File: src/hw/rtl/outlier_rejecting_window_mean_unit_defines.svh
// ---------------------------------------------------------------------------
// Assertion macros for the outlier-rejecting window mean unit
// Clocked on aclk and disabled while aresetn is low.
// ---------------------------------------------------------------------------
`ifndef OUTLIER_REJECTING_WINDOW_MEAN_UNIT_DEFINES_SVH
`define OUTLIER_REJECTING_WINDOW_MEAN_UNIT_DEFINES_SVH

// Same-cycle implication check.
`define ORMW_ASSERT_IMP(lbl, ante, cons, msg) \
    lbl: assert property (@(posedge aclk) disable iff (!aresetn) (ante) |-> (cons)) \
        else $error(msg);

// Next-cycle implication check.
`define ORMW_ASSERT_NEXT(lbl, ante, cons, msg) \
    lbl: assert property (@(posedge aclk) disable iff (!aresetn) (ante) |=> (cons)) \
        else $error(msg);

`endif

File: src/hw/rtl/ormw_pkg.sv
// ---------------------------------------------------------------------------
// ormw_pkg
// Shared widths, controller states and command/status bundles.
// ---------------------------------------------------------------------------
`default_nettype none

package ormw_pkg;

    // Field and datapath widths.
    localparam int SAMPLE_W  = 10;
    localparam int KEPT_W    = 4;
    localparam int SUM_W     = 14;  // holds 16 * 1023
    localparam int DIV_W     = 5;   // divisor up to 16
    localparam int STEP_W    = 4;   // counts SUM_W divider steps
    localparam int S_TDATA_W = 16;
    localparam int M_TDATA_W = 24;

    localparam logic [KEPT_W-1:0] COUNT_MAX = 4'd15;

    typedef enum logic [2:0] {
        ST_IDLE,
        ST_SUM,
        ST_MEAN,
        ST_BAND,
        ST_FILT_GO,
        ST_FILT_WAIT,
        ST_OUT
    } ormw_state_t;

    typedef struct packed {
        logic shift_en;
        logic acc_clr;
        logic sum_en;
        logic band_en;
        logic idx_clr;
        logic div_start;
        logic mean_load;
        logic filt_load;
        logic filt_clr;
        logic out_load;
    } ormw_cmd_t;

    typedef struct packed {
        logic idx_last;
        logic div_busy;
        logic band_zero;
        logic out_free;
    } ormw_stat_t;

endpackage

`default_nettype wire

File: src/hw/rtl/ormw_div.sv
// ---------------------------------------------------------------------------
// ormw_div
// Restoring divider, one quotient bit per cycle.
// ---------------------------------------------------------------------------
`default_nettype none

module ormw_div (
    input  wire logic                          aclk,
    input  wire logic                          aresetn,
    input  wire logic                          start,
    input  wire logic [ormw_pkg::SUM_W-1:0]    dividend,
    input  wire logic [ormw_pkg::DIV_W-1:0]    divisor,
    output logic                               busy,
    output logic [ormw_pkg::SAMPLE_W-1:0]      quotient
);

    logic [ormw_pkg::STEP_W-1:0] step_reg, step_next;
    logic [ormw_pkg::DIV_W-1:0]  rem_reg, rem_next;
    logic [ormw_pkg::SUM_W-1:0]  quo_reg, quo_next;
    logic [ormw_pkg::DIV_W-1:0]  dsr_reg, dsr_next;
    logic [ormw_pkg::DIV_W:0]    trial;
    logic [ormw_pkg::DIV_W:0]    diff;
    logic                        fits;

    // One trial subtraction per step.
    always_comb begin
        trial = {rem_reg, quo_reg[ormw_pkg::SUM_W-1]};
        diff  = trial - {1'b0, dsr_reg};
        fits  = (trial >= {1'b0, dsr_reg});
    end

    always_comb begin
        step_next = step_reg;
        rem_next  = rem_reg;
        quo_next  = quo_reg;
        dsr_next  = dsr_reg;
        if (start) begin
            step_next = ormw_pkg::STEP_W'(ormw_pkg::SUM_W);
            rem_next  = '0;
            quo_next  = dividend;
            dsr_next  = divisor;
        end else if (busy) begin
            step_next = step_reg - 1'b1;
            rem_next  = fits ? diff[ormw_pkg::DIV_W-1:0] : trial[ormw_pkg::DIV_W-1:0];
            quo_next  = {quo_reg[ormw_pkg::SUM_W-2:0], fits};
        end
    end

    always_ff @(posedge aclk) begin
        if (!aresetn) begin
            step_reg <= '0;
        end else begin
            step_reg <= step_next;
        end
    end

    always_ff @(posedge aclk) begin
        rem_reg <= rem_next;
        quo_reg <= quo_next;
        dsr_reg <= dsr_next;
    end

    // The quotient never exceeds the sample range.
    assign busy     = (step_reg != '0);
    assign quotient = quo_reg[ormw_pkg::SAMPLE_W-1:0];

endmodule

`default_nettype wire

File: src/hw/rtl/ormw_datapath.sv
// ---------------------------------------------------------------------------
// ormw_datapath
// Sample window, accumulators, band test, divider and output register.
// ---------------------------------------------------------------------------
`default_nettype none
`include "outlier_rejecting_window_mean_unit_defines.svh"

module ormw_datapath #(
    parameter int WINDOW_LEN = 10
) (
    input  wire logic                            aclk,
    input  wire logic                            aresetn,
    input  wire ormw_pkg::ormw_cmd_t             cmd,
    output ormw_pkg::ormw_stat_t                 stat,
    input  wire logic [ormw_pkg::SAMPLE_W-1:0]   sample,
    input  wire logic                            m_tready,
    output logic                                 m_tvalid,
    output logic [ormw_pkg::M_TDATA_W-1:0]       m_tdata
);

    localparam int IDX_W      = $clog2(WINDOW_LEN);
    localparam int CNT_W      = $clog2(WINDOW_LEN + 1);
    localparam int MEAN_SHIFT = ormw_pkg::SUM_W + $clog2(WINDOW_LEN);
    localparam int RECIP_W    = ormw_pkg::SUM_W + 1;
    localparam int PROD_W     = ormw_pkg::SUM_W + RECIP_W;
    localparam logic [RECIP_W-1:0] MEAN_RECIP =
        RECIP_W'(((2 ** MEAN_SHIFT) + WINDOW_LEN - 1) / WINDOW_LEN);

    logic [ormw_pkg::SAMPLE_W-1:0] win_reg [WINDOW_LEN];
    logic [IDX_W-1:0]              idx_reg, idx_next;
    logic [ormw_pkg::SUM_W-1:0]    total_reg, total_next;
    logic [ormw_pkg::SUM_W-1:0]    bsum_reg, bsum_next;
    logic [CNT_W-1:0]              bcnt_reg, bcnt_next;
    logic [ormw_pkg::SAMPLE_W-1:0] mean_reg, mean_next;
    logic [ormw_pkg::SAMPLE_W-1:0] filt_reg, filt_next;
    logic                          out_valid_reg, out_valid_next;
    logic [ormw_pkg::SAMPLE_W-1:0] out_filt_reg;
    logic [ormw_pkg::SAMPLE_W-1:0] out_mean_reg;
    logic [ormw_pkg::KEPT_W-1:0]   out_kept_reg;

    logic [ormw_pkg::SAMPLE_W-1:0] cur;
    logic [ormw_pkg::SUM_W-1:0]    cur_ext, mean_ext, x10, m9, m11;
    logic                          in_band;
    logic [ormw_pkg::DIV_W-1:0]    cnt_ext;
    logic [ormw_pkg::KEPT_W-1:0]   kept;
    logic [PROD_W-1:0]             mean_prod;
    logic [ormw_pkg::SAMPLE_W-1:0] mean_quot;
    logic [ormw_pkg::SUM_W-1:0]    div_dividend;
    logic [ormw_pkg::DIV_W-1:0]    div_divisor;
    logic                          div_busy;
    logic [ormw_pkg::SAMPLE_W-1:0] div_quotient;

    // Window shift register, newest sample at entry zero.
    always_ff @(posedge aclk) begin
        if (!aresetn) begin
            for (int i = 0; i < WINDOW_LEN; i++) begin
                win_reg[i] <= '0;
            end
        end else if (cmd.shift_en) begin
            win_reg[0] <= sample;
            for (int i = 1; i < WINDOW_LEN; i++) begin
                win_reg[i] <= win_reg[i-1];
            end
        end
    end

    // Entry under the scan index and the band test against the plain mean.
    always_comb begin
        cur      = win_reg[idx_reg];
        cur_ext  = ormw_pkg::SUM_W'(cur);
        mean_ext = ormw_pkg::SUM_W'(mean_reg);
        x10      = (cur_ext << 3) + (cur_ext << 1);
        m9       = (mean_ext << 3) + mean_ext;
        m11      = (mean_ext << 3) + (mean_ext << 1) + mean_ext;
        in_band  = !((x10 < m9) || (x10 > m11));
    end

    // Scan index and accumulators.
    always_comb begin
        idx_next   = idx_reg;
        total_next = total_reg;
        bsum_next  = bsum_reg;
        bcnt_next  = bcnt_reg;
        if (cmd.acc_clr) begin
            idx_next   = '0;
            total_next = '0;
            bsum_next  = '0;
            bcnt_next  = '0;
        end else if (cmd.idx_clr) begin
            idx_next = '0;
        end else if (cmd.sum_en) begin
            total_next = total_reg + cur_ext;
            idx_next   = idx_reg + 1'b1;
        end else if (cmd.band_en) begin
            if (in_band) begin
                bsum_next = bsum_reg + cur_ext;
                bcnt_next = bcnt_reg + 1'b1;
            end
            idx_next = idx_reg + 1'b1;
        end
    end

    // Plain mean by multiplying with the rounded-up reciprocal of the window
    // length. The truncated quotient is exact for every total of SUM_W bits.
    always_comb begin
        mean_prod = PROD_W'(total_reg) * PROD_W'(MEAN_RECIP);
        mean_quot = mean_prod[MEAN_SHIFT +: ormw_pkg::SAMPLE_W];
    end

    // The divider forms the in-band sum over the in-band count.
    always_comb begin
        div_dividend = bsum_reg;
        div_divisor  = ormw_pkg::DIV_W'(bcnt_reg);
    end

    ormw_div u_div (
        .aclk     (aclk),
        .aresetn  (aresetn),
        .start    (cmd.div_start),
        .dividend (div_dividend),
        .divisor  (div_divisor),
        .busy     (div_busy),
        .quotient (div_quotient)
    );

    // Mean registers.
    always_comb begin
        mean_next = cmd.mean_load ? mean_quot : mean_reg;
        filt_next = filt_reg;
        if (cmd.filt_clr) begin
            filt_next = '0;
        end else if (cmd.filt_load) begin
            filt_next = div_quotient;
        end
    end

    // Saturated kept count.
    always_comb begin
        cnt_ext = ormw_pkg::DIV_W'(bcnt_reg);
        kept    = (cnt_ext > ormw_pkg::DIV_W'(ormw_pkg::COUNT_MAX)) ?
                  ormw_pkg::COUNT_MAX : cnt_ext[ormw_pkg::KEPT_W-1:0];
    end

    // Output register valid flag.
    always_comb begin
        out_valid_next = out_valid_reg;
        if (cmd.out_load) begin
            out_valid_next = 1'b1;
        end else if (m_tready) begin
            out_valid_next = 1'b0;
        end
    end

    always_ff @(posedge aclk) begin
        if (!aresetn) begin
            idx_reg       <= '0;
            out_valid_reg <= 1'b0;
        end else begin
            idx_reg       <= idx_next;
            out_valid_reg <= out_valid_next;
        end
    end

    always_ff @(posedge aclk) begin
        total_reg <= total_next;
        bsum_reg  <= bsum_next;
        bcnt_reg  <= bcnt_next;
        mean_reg  <= mean_next;
        filt_reg  <= filt_next;
        if (cmd.out_load) begin
            out_filt_reg <= filt_reg;
            out_mean_reg <= mean_reg;
            out_kept_reg <= kept;
        end
    end

    // Status back to the controller.
    always_comb begin
        stat.idx_last  = (idx_reg == IDX_W'(WINDOW_LEN - 1));
        stat.div_busy  = div_busy;
        stat.band_zero = (bsum_reg == '0);
        stat.out_free  = !out_valid_reg || m_tready;
    end

    assign m_tvalid = out_valid_reg;
    assign m_tdata  = {out_kept_reg, out_mean_reg, out_filt_reg};

    // A division is never started on top of one in flight.
    `ORMW_ASSERT_IMP(a_div_start_idle, cmd.div_start, !div_busy,
        "divider started while busy")
    // Loading the output register always presents an item next cycle.
    `ORMW_ASSERT_NEXT(a_out_load_valid, cmd.out_load, m_tvalid,
        "output load did not raise m_tvalid")
    // The in-band count cannot exceed the window length.
    `ORMW_ASSERT_IMP(a_bcnt_range, cmd.filt_load, bcnt_reg <= CNT_W'(WINDOW_LEN),
        "in-band count above window length")

endmodule

`default_nettype wire

File: src/hw/rtl/ormw_ctrl.sv
// ---------------------------------------------------------------------------
// ormw_ctrl
// Controller state machine sequencing the two scans, the mean and the division.
// ---------------------------------------------------------------------------
`default_nettype none
`include "outlier_rejecting_window_mean_unit_defines.svh"

module ormw_ctrl (
    input  wire logic                  aclk,
    input  wire logic                  aresetn,
    input  wire logic                  s_tvalid,
    output logic                       s_tready,
    input  wire ormw_pkg::ormw_stat_t  stat,
    output ormw_pkg::ormw_cmd_t        cmd
);

    ormw_pkg::ormw_state_t state_reg, state_next;

    // Next-state logic.
    always_comb begin
        state_next = state_reg;
        case (state_reg)
            ormw_pkg::ST_IDLE: begin
                if (s_tvalid) begin
                    state_next = ormw_pkg::ST_SUM;
                end
            end
            ormw_pkg::ST_SUM: begin
                if (stat.idx_last) begin
                    state_next = ormw_pkg::ST_MEAN;
                end
            end
            ormw_pkg::ST_MEAN: begin
                state_next = ormw_pkg::ST_BAND;
            end
            ormw_pkg::ST_BAND: begin
                if (stat.idx_last) begin
                    state_next = ormw_pkg::ST_FILT_GO;
                end
            end
            ormw_pkg::ST_FILT_GO: begin
                state_next = stat.band_zero ? ormw_pkg::ST_OUT : ormw_pkg::ST_FILT_WAIT;
            end
            ormw_pkg::ST_FILT_WAIT: begin
                if (!stat.div_busy) begin
                    state_next = ormw_pkg::ST_OUT;
                end
            end
            ormw_pkg::ST_OUT: begin
                if (stat.out_free) begin
                    state_next = ormw_pkg::ST_IDLE;
                end
            end
            default: begin
                state_next = ormw_pkg::ST_IDLE;
            end
        endcase
    end

    // Command outputs.
    always_comb begin
        cmd      = '0;
        s_tready = 1'b0;
        case (state_reg)
            ormw_pkg::ST_IDLE: begin
                s_tready = 1'b1;
                if (s_tvalid) begin
                    cmd.shift_en = 1'b1;
                    cmd.acc_clr  = 1'b1;
                end
            end
            ormw_pkg::ST_SUM: begin
                cmd.sum_en = 1'b1;
            end
            ormw_pkg::ST_MEAN: begin
                cmd.mean_load = 1'b1;
                cmd.idx_clr   = 1'b1;
            end
            ormw_pkg::ST_BAND: begin
                cmd.band_en = 1'b1;
            end
            ormw_pkg::ST_FILT_GO: begin
                if (stat.band_zero) begin
                    cmd.filt_clr = 1'b1;
                end else begin
                    cmd.div_start = 1'b1;
                end
            end
            ormw_pkg::ST_FILT_WAIT: begin
                if (!stat.div_busy) begin
                    cmd.filt_load = 1'b1;
                end
            end
            ormw_pkg::ST_OUT: begin
                if (stat.out_free) begin
                    cmd.out_load = 1'b1;
                end
            end
            default: begin
                cmd = '0;
            end
        endcase
    end

    always_ff @(posedge aclk) begin
        if (!aresetn) begin
            state_reg <= ormw_pkg::ST_IDLE;
        end else begin
            state_reg <= state_next;
        end
    end

    // Only one item is in work at a time.
    `ORMW_ASSERT_NEXT(a_one_in_flight, s_tvalid && s_tready, !s_tready,
        "second item accepted while one is in work")

endmodule

`default_nettype wire

File: src/hw/rtl/outlier_rejecting_window_mean_unit.sv
// Flow: each accepted item runs two window scans at one entry per cycle, a reciprocal
// multiply for the mean and a 14-step restoring division, which is skipped when the
// in-band sum is zero; the result then waits while the output register stays full. A new
// item is accepted only after the previous result is loaded into the output register.
// Reset: synchronous active-low aresetn clears the window to zero, the controller and
// the output valid flag.
// ---------------------------------------------------------------------------
// outlier_rejecting_window_mean_unit
// Trimmed moving average: plain window mean and mean of entries within 10%.
// ---------------------------------------------------------------------------
`default_nettype none

module outlier_rejecting_window_mean_unit #(
    parameter int WINDOW_LEN = 10
) (
    input  wire logic                            aclk,
    input  wire logic                            aresetn,
    input  wire logic                            s_tvalid,
    output logic                                 s_tready,
    // [9:0] sample
    input  wire logic [ormw_pkg::S_TDATA_W-1:0]  s_tdata,
    output logic                                 m_tvalid,
    input  wire logic                            m_tready,
    // [9:0] filtered_mean, [19:10] window_mean, [23:20] kept_count
    output logic [ormw_pkg::M_TDATA_W-1:0]       m_tdata
);

    ormw_pkg::ormw_cmd_t  cmd;
    ormw_pkg::ormw_stat_t stat;

    ormw_ctrl u_ctrl (
        .aclk     (aclk),
        .aresetn  (aresetn),
        .s_tvalid (s_tvalid),
        .s_tready (s_tready),
        .stat     (stat),
        .cmd      (cmd)
    );

    ormw_datapath #(
        .WINDOW_LEN (WINDOW_LEN)
    ) u_datapath (
        .aclk     (aclk),
        .aresetn  (aresetn),
        .cmd      (cmd),
        .stat     (stat),
        .sample   (s_tdata[ormw_pkg::SAMPLE_W-1:0]),
        .m_tready (m_tready),
        .m_tvalid (m_tvalid),
        .m_tdata  (m_tdata)
    );

endmodule

`default_nettype wire
File: config.mk
export PLATFORM = sky130hd
export DESIGN_NAME = outlier_rejecting_window_mean_unit
export DESIGN_NICKNAME = d
export VERILOG_FILES = /design/src/hw/rtl/ormw_pkg.sv /design/src/hw/rtl/ormw_div.sv /design/src/hw/rtl/ormw_datapath.sv /design/src/hw/rtl/ormw_ctrl.sv /design/src/hw/rtl/outlier_rejecting_window_mean_unit.sv
export VERILOG_INCLUDE_DIRS = /design/src /design/src/hw/rtl
export SDC_FILE = /design/constraint.sdc
export NUM_CORES = 1
export LEC_CHECK = 0
export BUFFER_PORTS_ARGS = -buffer_cell sky130_fd_sc_hd__buf_2
export CORE_MARGIN = 1.5
export CORE_UTILIZATION = 60
export CTS_BUF_LIST = sky130_fd_sc_hd__clkbuf_8 sky130_fd_sc_hd__clkbuf_16
export DETAILED_ROUTE_END_ITERATION = 10
export GPL_TIMING_DRIVEN = 1
export PLACE_DENSITY = 0.89
export SYNTH_ARGS = -nofsm -noshare
export SYNTH_HDL_FRONTEND = slang
export SYNTH_SLANG_ARGS = --single-unit
File: constraint.sdc
create_clock -name aclk -period 7.2 [get_ports aclk]
set_clock_uncertainty 0.1 [all_clocks]
set_input_delay 1.8 -clock aclk [delete_from_list [all_inputs] [get_ports aclk]]
set_output_delay 1.8 -clock aclk [all_outputs]
set_load 0.02 [all_outputs]
==> results.md, run 1 <==
- Hpwl dp: 21200 µm
- CTS tree: done
- CTS Buf Count: 23
- Net Sw Frac: 43.3%
- DRC Markers: 0
- Skew-Pair Late Insertion Delay: 0.53 ns
- Number of global-route vias before repair: 10200
- CORE AREA: 24200 µm²
- Die X: 159 µm
- DR iter-0 viols: 649
- RSZ-0062 raised after global routing: no
- Crit Path Class: register to register
- I/O Buffers: 39
- Worst-path cell with the longest stage delay: dfxtp_2
- Cell family with most CP delay: compound AO/OA/AOI/OAI gates
- Crit. End Element: register
- PwrDens: 455 nW/µm²
- Clock Power Share: 16.4%
- Die area: 25400 µm²
- Slew margin rel.: 29.0%
- Gr ovfl total: 0
- Max-Cap Viols: 0
- Crit path launch type: register
- Area growth, synth to finish: 8.60%
- Hold Crit Endpoint: u_datapath.out_filt_reg[0]
- Clock transition at path regs: 0.06 ns
- Yosys warns: 0
- WP data required: 7.54 ns
- Global-route wire length before repair: 49300 µm
- Final setup TNS: 0 ns
- Hold path cells: 0
- Fmax: 160 MHz
- Initial Utilization: 60.7%
- Diode count: 0
- Syn Nets: 1593
- Worst Reg2Reg Path Length in Cells: 26
- Status: finished clean
- Die Height: 159 µm
- Placed instance count: 1650
- Final ANT Viol Nets: 0
- Post-route clock period utilization: 86.5%
- Seq/Total Area, Yosys: 39.7%
- Async SR Flop Fraction: 0%
- Hold Vio Cnt, Final: 0
- Setup Fix Bufs, Post-CTS: 0
- VDD IR max: 243 µV
- Routed via count: 9964
- Boundary pin count: 46
- Vias per cell: 5.89
- Pleak: 7.62 nW
- Synthesis-stage register bit count: 215
- Worst-margin pin slew: 1.06 ns
- RR Endpoint: u_datapath.bsum_reg[11]
- Critical path's largest stage delay: 0.59 ns
- P_int: 4.12 mW
- Most common cell on crit path: a21o_1
- Post-Synthesis Cells: 1323
- Post-synth EDFFs: 152
- Row count: 57
- Clock Path Buffers: 3
- Htree depth: 1
- Max reg flops: 100
- Fin cells: 1692
- Worst hold margin: 0.333 ns
- Most used DFF post-synth: edfxtp_1
- Final wirelength: 29700 µm
- Mean area per synthesized cell: 11.1 µm²
- Post-Syn Area: 14700 µm²
- CTS sink cnt: 215
- Largest net degree at the start of global routing: 126
- Worst hold-check path type: register to register
- Cts repair resizes: 0
- First-pass iteration count of the detailed router: 4
- Layout cell share with drive strength beyond 1: 9.50%
- # nets final: 1621
- Buf/Inv on CP: 3
- P_sw: 3.14 mW
- Design Power: 7.26 mW
- Final Setup Violations: 0
- WP data arrival: 6.57 ns
- FF-to-FF setup slack: 0.97 ns
- CTS root buf: clkbuf_16
- Critical Path Fanout Max: 20
- Comb pwr share: 56.2%
- Initial antenna violation count: 0
- Routability cong.: 0.892
- Post-cts hold buffer count: 0
- Min Clock Period, post-route: 6.23 ns
- HP Start: u_datapath.filt_reg[0]
- Flop pwr share: 27.4%
- Cell variety after synth: 62
- Slew Viols, Final: 0
- Wire per inst: 17.6 µm
- Total track usage: 23.9%
-- stage by stage --
step	setup slack (ns)	cell area (µm²)	util (%)
after global routing	0.531	15900	65.9
after global placement	1.25	15200	62.8
final	0.969	15900	65.9
after detailed placement	1.12	15200	62.8
after CTS	0.968	15900	65.9
after floorplan	1.78	14700	-
-- worst register-to-register path: stages (launching register included) --
cell,delay (ns)
dfxtp_2,0.59
buf_4,0.45
mux4_2,0.57
nor2b_1,0.17
nor3_1,0.24
a21o_1,0.20
inv_1,0.11
ha_1,0.20
inv_1,0.07
fa_1,0.21
nor2b_1,0.05
o21ai_0,0.22
a21boi_0,0.15
o21ai_0,0.18
nand2b_1,0.11
a21o_1,0.20
a21o_1,0.20
xor2_1,0.22
ha_1,0.28
a21o_1,0.16
a21o_1,0.16
a21oi_1,0.13
o21ai_0,0.16
o32ai_4,0.30
nand2_4,0.26
nor3b_2,0.24
mux2i_1,0.20
-- synthesized netlist by cell type (9+ instances only) --
library cell / number / share of area [%]
ha_1: 176 / 15
inv_1: 157 / 4.0
edfxtp_1: 152 / 31
and3_1: 104 / 4.4
nand2_1: 83 / 2.1
fa_1: 74 / 10
dfxtp_1: 63 / 8.6
a21oi_1: 61 / 2.1
nor2_1: 55 / 1.4
o21ai_0: 41 / 1.4
clkbuf_1: 38 / 0.97
xnor2_1: 34 / 2.0
mux2i_1: 33 / 2.3
a21o_1: 26 / 1.3
xor2_1: 22 / 1.3
nor3_1: 21 / 0.72
mux4_2: 20 / 3.1
nor2b_1: 20 / 0.85
a211oi_1: 16 / 0.82
nand3_1: 14 / 0.48
nand4_1: 9 / 0.38
-- cells by family (layout without fill, tap and decap cells) --
| kind of cell | after synthesis | count (layout) | synth area share, % |
|---|---|---|---|
| buffers and inverters | 204 | 249 | 5.36 |
| muxes | 55 | 55 | 5.47 |
| AOI/OAI and AO/OA | 192 | 192 | 8.38 |
| adders and majority gates | 250 | 250 | 25.1 |
| and+or+nand+nor | 351 | 351 | 12.6 |
| DFF | 215 | 215 | 39.7 |
| xor gates and xnor gates | 56 | 56 | 3.34 |
-- cell type report --
type / instances / area [µm²]
Fill cell: 1660 / 8240
Tap cell: 324 / 405
Multi-Input combinational cell: 904 / 8080
Inverter: 158 / 593
Timing Repair Buffer: 49 / 270
Clock buffer: 26 / 617
Clock inverter: 16 / 144
Sequential cell: 215 / 5830
-- worst max-delay path by stage --
stage | endpoint | cells after the start
finish | u_datapath.bsum_reg[11] | 26
global route | u_datapath.bsum_reg[11] | 26
CTS | u_datapath.bsum_reg[11] | 26
detailed placement | u_datapath.bsum_reg[11] | 23
global placement | u_datapath.mean_reg[6] | 21
floorplan | u_datapath.bcnt_reg[1] | 22
-- power by group through the flow --
stage	sequential (mW)	clock [mW]	combinational [mW]
3_3_place_gp	1.98	0	3.75
6_report	1.99	1.19	4.08
4_1_cts	1.99	1.20	4.08
3_5_place_dp	2.01	0	4.00
2_1_floorplan	1.90	0	3.09
5_1_grt	2.03	1.25	4.64
-- layer usage --
metal | vias up | part of all wire (%) | GRT usage [%]
met4 | 0 | 3.5 | 9.35
met2 | 267 | 50 | 41.5
met3 | 70 | 4.5 | 3.00
met5 | - | 0 | 0
li1 | 4748 | - | -
met1 | 4879 | 42 | 30.4
-- cell usage in the layout (no fill, tap or decap), types with 4 or more instances in the layout --
master     instances
fa_1              74
o21bai_1           4
nand4_1            9
or2_2              6
clkinv_2           8
nor4_1             6
inv_1            160
nor2_1            55
a211oi_1          16
o21ai_0           41
or3_1              6
a21oi_1           61
clkbuf_16         23
mux2i_1           33
o21a_1             4
xnor2_1           34
o31ai_1            6
xor2_1            22
mux4_2            20
dfxtp_1           62
a31oi_1            7
a21o_1            26
and3_1           104
buf_2             39
ha_1             176
o211ai_1           7
edfxtp_1         152
nor2b_1           19
buf_4             10
nor3_1            20
nand3_1           14
nand2b_1           7
nand2_1           82
(Power assumes the default switching activity.)
==> run 2, diff against run 1 <==
--- a/config.mk
+++ b/config.mk
@@ -8,11 +8,12 @@
 export LEC_CHECK = 0
 export BUFFER_PORTS_ARGS = -buffer_cell sky130_fd_sc_hd__buf_2
 export CORE_MARGIN = 1.5
-export CORE_UTILIZATION = 60
+export CORE_UTILIZATION = 64
 export CTS_BUF_LIST = sky130_fd_sc_hd__clkbuf_8 sky130_fd_sc_hd__clkbuf_16
 export DETAILED_ROUTE_END_ITERATION = 10
 export GPL_TIMING_DRIVEN = 1
-export PLACE_DENSITY = 0.89
+export PLACE_DENSITY = 0.94
+export RECOVER_POWER = 50
 export SYNTH_ARGS = -nofsm -noshare
 export SYNTH_HDL_FRONTEND = slang
 export SYNTH_SLANG_ARGS = --single-unit
==> run 2 against run 1 <==
Net effect: the run now ends with capacitance limit, slew limit left; hold slack worse by 0.0019 ns; sequential share of layout area rose by 0.14 points; routed wire length is 6.8% higher; die area shrank 6.1%; critical path type unchanged; critical endpoint unchanged; largest cell class unchanged; highest routed layer unchanged.
==> results.md, run 2 (same netlist as run 1, synthesis figures left out) <==
- Slew margin rel.: -113%
- Boundary pin count: 46
- Crit Path Class: register to register
- Clock transition at path regs: 0.06 ns
- Total track usage: 27.5%
- Routability cong.: 0.874
- Skew-Pair Late Insertion Delay: 0.52 ns
- Design Power: 7.39 mW
- I/O Buffers: 39
- RR Endpoint: u_datapath.bsum_reg[11]
- WP data required: 7.55 ns
- Worst hold margin: 0.331 ns
- WP data arrival: 6.78 ns
- CP Capture Point: u_datapath.bsum_reg[11]
- Final ANT Viol Nets: 0
- Post-cts hold buffer count: 0
- Hold Vio Cnt, Final: 0
- Htree depth: 1
- Most common cell after layout, fill and taps aside: ha_1
- Slew Viols, Final: 126
- Crit. End Element: register
- Failing checks: capacitance limit, slew limit
- Initial Utilization: 65.0%
- Number of global-route vias before repair: 10900
- VDD IR max: 277 µV
- Net Sw Frac: 43.8%
- Diode count: 0
- Global-route wire length before repair: 52800 µm
- First-pass iteration count of the detailed router: 7
- Max reg flops: 100
- Die Height: 154 µm
- Final setup TNS: 0 ns
- Vias per cell: 6.21
- DR iter-0 viols: 758
- Clock Path Buffers: 3
- P_int: 4.15 mW
- Row count: 55
- Min Clock Period, post-route: 6.43 ns
- Gr ovfl total: 0
- Die X: 154 µm
- Clock Power Share: 16.2%
- Flop pwr share: 27.1%
- Wire per inst: 19.2 µm
- Routed via count: 10300
- Status: complete, but fails checks
- Area growth, synth to finish: 8.19%
- CORE AREA: 22600 µm²
- CTS tree: done
- Max-Cap Viols: 3
- FF-to-FF setup slack: 0.77 ns
- Critical Path Fanout Max: 17
- Layout cell share with drive strength beyond 1: 8.68%
- Pleak: 7.61 nW
- Commonest non-fill, non-tap cells in the layout: ha_1 (176), inv_1 (165), edfxtp_1 (152), and3_1 (104), nand2_1 (82)
- P_sw: 3.24 mW
- CTS sink cnt: 215
- Crit path launch type: register
- Worst hold-check path type: register to register
- Setup Fix Bufs, Post-CTS: 0
- CTS Buf Count: 24
- Fin cells: 1656
- DRC Markers: 0
- Worst Reg2Reg Path Length in Cells: 26
- Cts repair resizes: 0
- Die area: 23800 µm²
- Initial antenna violation count: 0
- PwrDens: 465 nW/µm²
- CTS root buf: clkbuf_16
- Hpwl dp: 21500 µm
- Fmax: 155 MHz
- Final Setup Violations: 0
- Final wirelength: 31700 µm
- Placed instance count: 1612
- # nets final: 1623
- Largest net degree at the start of global routing: 126
- Post-route clock period utilization: 89.3%
- Worst-margin pin slew: 3.20 ns
- RSZ-0062 raised after global routing: no
- Comb pwr share: 56.7%
## run 2: cell types whose count changed in the layout (fill, tap and decap cells not counted), moves of 2 or more
cell	delta
buf_4	-2
clkinvlp_4	+2
clkinv_2	-6
clkinv_1	+3
clkbuf_16	+2
clkbuf_8	-3
inv_1	+5
clkbuf_1	+3
## run 2: layer usage
layer,wire length [µm],global-route usage [%],part of all wire (%),up-vias
met5,0,0,0,-
met4,1550,13.8,4.9,0
met3,1710,3.87,5.4,124
met2,16100,48.8,51,399
met1,12400,32.8,39,5012
li1,-,-,-,4746
## run 2: worst min path at each step
stage                                  to  cells past startpoint                   start
3_3_place_gp   u_datapath.out_filt_reg[3]                      0  u_datapath.filt_reg[3]
4_1_cts        u_datapath.out_filt_reg[9]                      0  u_datapath.filt_reg[9]
6_report       u_datapath.out_filt_reg[9]                      0  u_datapath.filt_reg[9]
2_1_floorplan  u_datapath.out_filt_reg[0]                      0  u_datapath.filt_reg[0]
3_5_place_dp   u_datapath.out_filt_reg[6]                      0  u_datapath.filt_reg[6]
5_1_grt        u_datapath.out_filt_reg[6]                      0  u_datapath.filt_reg[6]
## run 2: power groups by stage
stage                     clock network [mW]  logic (mW)  registers, mW
after detailed placement                   0        4.03           2.01
after floorplan                            0        3.09           1.90
after global placement                     0        3.73           1.99
final                                   1.20        4.19           2.00
after global routing                    1.25        4.74           2.04
after CTS                               1.20        4.16           2.00
## run 2: layout make-up
cell class | count | area, µm²
multi-input cells | 904 | 8070
fillers | 1438 | 6700
flip-flops and latches | 215 | 5830
clock buffers | 25 | 626
inverters | 158 | 593
well taps | 285 | 357
repair buffers | 50 | 267
clock inverters | 19 | 141
## run 2: through the flow
stage | cell area, µm² | util, % | setup WS, ns
floorplan | 14700 | - | 1.78
global placement | 15100 | 67.0 | 1.28
detailed placement | 15100 | 67.0 | 1.12
CTS | 15900 | 70.4 | 0.833
global route | 15900 | 70.3 | 0.236
finish | 15900 | 70.3 | 0.768
## run 2: critical path: stages, from the launching register on
cell and delay, ns:
dfxtp_2 0.71, buf_4 0.36, mux4_2 0.53, nor2b_1 0.18
nor3_1 0.22, a21o_1 0.17, inv_1 0.11, ha_1 0.21
inv_1 0.07, fa_1 0.21, nor2b_1 0.06, o21ai_0 0.23
a21boi_0 0.21, o21ai_0 0.22, nand2b_1 0.12, a21o_1 0.19
a21o_1 0.19, xor2_1 0.23, ha_1 0.29, a21o_1 0.16
a21o_1 0.17, a21oi_1 0.16, o21ai_0 0.21, o32ai_4 0.36
nand2_4 0.27, nor3b_2 0.24, mux2i_1 0.19
==> run 3, diff against run 2 <==
--- a/config.mk
+++ b/config.mk
@@ -16,4 +16,5 @@
 export RECOVER_POWER = 50
 export SYNTH_ARGS = -nofsm -noshare
 export SYNTH_HDL_FRONTEND = slang
+export SYNTH_HIERARCHICAL = 1
 export SYNTH_SLANG_ARGS = --single-unit
==> run 3 against run 2 <==
Net effect: the flow still finishes with violations (capacitance limit, slew limit); core utilization shrank 0.41 points; setup slack lost 0.026 ns; first-iteration DRC count grew 34%; total power shrank 30%; global-route usage grew 0.48 points; cell area grew 3.4%; fmax shrank 0.40%; clock power grew 4%; synthesized area grew 4.1%; combinational power shrank 42%; critical endpoint is now u_datapath/mean_reg[9]; largest power group unchanged.
==> results.md, run 3 <==
- Status: complete, but fails checks
- Failing checks: capacitance limit, slew limit
- Final Setup Violations: 0
- Final setup TNS: 0 ns
- Number of global-route vias before repair: 11200
- Max reg flops: 100
- HP Start: u_datapath/filt_reg[2]
- R2R Path Start: u_datapath/total_reg[12]
- Hold Vio Cnt, Final: 0
- Met2 wire len: 16500 µm
- Largest net degree at the start of global routing: 145
- Syn Nets: 1655
- Setup Fix Bufs, Post-CTS: 0
- Worst-path cell with the longest stage delay: nor4_1
- Post-Syn Area: 15300 µm²
- CP Depth: 20
- RSZ-0062 raised after global routing: no
- Fmax: 155 MHz
- Mean area per synthesized cell: 11.0 µm²
- Cell variety after synth: 84
- WP data required: 7.39 ns
- Most used DFF post-synth: edfxtp_1
- Clock Path Buffers: 3
- Commonest non-fill, non-tap cells in the layout: ha_1 (177), inv_1 (171), edfxtp_1 (153), and3_1 (104), a21oi_1 (79)
- CTS sink cnt: 216
- Placed instance count: 1691
- Clock transition at path regs: 0.07 ns
- Area share of the largest cell type after synthesis: 30.1%
- Die X: 157 µm
- Worst path cell trace: inv_1 -> ha_1 -> inv_1 -> fa_1 -> fa_1 -> inv_1 -> fa_1 -> inv_1 -> fa_1 -> inv_1 -> fa_1 -> inv_1 -> ha_1 -> a211oi_1 -> nand2_1 -> nor4_1 -> o211ai_1 -> a31o_2 -> a21oi_1 -> xnor2_1
- Routability cong.: 0.880
- Post-synth EDFFs: 153
- Slew margin rel.: -142%
- VDD IR max: 332 µV
- Fin cells: 1733
- Diode count: 0
- Crit Path Class: register to register
- Post-Synthesis Cells: 1384
- Global-route wire length before repair: 55000 µm
- Boundary pin count: 46
- Post-cts hold buffer count: 0
- Area of the multi-input gates: 8500 µm²
- Total track usage: 28.0%
- Slew Viols, Final: 107
- Worst Reg2Reg Path Length in Cells: 20
- WP data arrival: 6.65 ns
- Post-route clock period utilization: 89.7%
- Main area contributors after synthesis: edfxtp_1 (30%), ha_1 (15%), fa_1 (9.7%)
- Most common cell on crit path: inv_1
- Pleak: 7.45 nW
- Async SR Flop Fraction: 0%
- Critical path's largest stage delay: 0.73 ns
- Worst hold-check path type: register to register
- Cell family with most CP delay: adder cells
- Top sig layer: met4
- Final wirelength: 33400 µm
- Most common cell after layout, fill and taps aside: ha_1
- Layout cell share with drive strength beyond 1: 8.13%
- # fillers: 1499
- Buf/Inv on CP: 6
- Most frequent cell after synthesis: ha_1
- Final ANT Viol Nets: 0
- Min Clock Period, post-route: 6.46 ns
- Post-layout util: 69.9%
- Synthesis-stage register bit count: 216
- Wire per inst: 19.2 µm
- Htree depth: 1
- Initial Utilization: 65.1%
- Initial antenna violation count: 0
- DRC Markers: 0
- Max-Cap Viols: 1
- # nets final: 1668
- Register area: 5860 µm²
- Critical Path Fanout Max: 6
- Seq/Total Area, Yosys: 38.3%
- Synth area leader: edfxtp_1
- Vias per cell: 6.27
- DR iter-0 viols: 1019
- Row count: 56
- PwrDens: 316 nW/µm²
- Crit. Startpoint: u_datapath/total_reg[12]
- First-pass iteration count of the detailed router: 6
- Wire length on met3: 2380 µm
- Cts repair resizes: 0
- I/O Buffers: 39
- Worst hold margin: 0.342 ns
- Crit path launch type: register
- Die Height: 157 µm
- Yosys warns: 6
- Gr ovfl total: 0
- Hold path cells: 0
- Worst-margin pin slew: 3.63 ns
- Skew-Pair Late Insertion Delay: 0.55 ns
- Post-Route M1 WL: 12900 µm
- Crit. End Element: register
- Routed via count: 10900
- Hpwl dp: 23300 µm
- CTS Buf Count: 23
- CORE AREA: 23500 µm²
- Area growth, synth to finish: 7.47%
- CTS tree: done
- Design Power: 5.18 mW
- CTS root buf: clkbuf_16
- Die area: 24800 µm²
- Most instantiated cells after synthesis: ha_1 (177), inv_1 (163), edfxtp_1 (153)
run 3: cell types whose count changed in the layout (fill, tap and decap cells not counted), moves of 13 or more:
| cell | before | now |
|---|---|---|
| a21oi_1 | 61 | 79 |
| nand2_1 | 82 | 48 |
| mux2_2 | 2 | 17 |
| mux2i_1 | 33 | 20 |
| buf_2 | 39 | 14 |
| nand3_1 | 14 | 33 |
| clkbuf_1 | 3 | 30 |
run 3: power breakdown:
| part | leakage, nW | internal (mW) | switching (mW) |
|---|---|---|---|
| sequential | 2.10 | 1.44 | 0.0747 |
| clock | 0.427 | 0.742 | 0.507 |
| combinational | 4.93 | 1.01 | 1.42 |
| total | 7.45 | 3.19 | 2.00 |
run 3: final cells by class:
| class | count | area share, % |
|---|---|---|
| multi-input cells | 941 | 51.8 |
| clock buffers | 28 | 4.13 |
| well taps | 319 | 2.43 |
| clock inverters | 14 | 0.762 |
| flip-flops and latches | 216 | 35.7 |
| inverters | 163 | 3.73 |
| repair buffers | 52 | 1.48 |
run 3: through the flow:
step                cell area, µm²  setup slack (ns)
global placement             15700              1.18
CTS                          16500             0.860
floorplan                    15300              1.74
detailed placement           15700             0.922
global route                 16400             0.563
finish                       16400             0.743
run 3: worst paths after layout:
kind,to,slack [ns]
max reg2reg,u_datapath/mean_reg[9],0.74
min reg2reg,u_datapath/out_filt_reg[2],0.34
max,u_datapath/mean_reg[9],0.74
min,u_datapath/out_filt_reg[2],0.34
run 3: kinds of logic after synthesis:
kind of cell	synth area share, %
AO/OA/AOI/OAI	9.66
adder cells (fa/ha/maj)	24.2
flip-flops	38.3
XOR/XNOR	2.93
AND/OR/NAND/NOR	12.7
buffers and inverters	6.08
multiplexers	6.10
other	0.0246
run 3: per-layer routing:
layer / vias up / global-route usage, %
li1: 4994 / -
met2: 502 / 48.1
met5: - / 0
met3: 160 / 5.09
met1: 5207 / 34.3
met4: 0 / 12.9
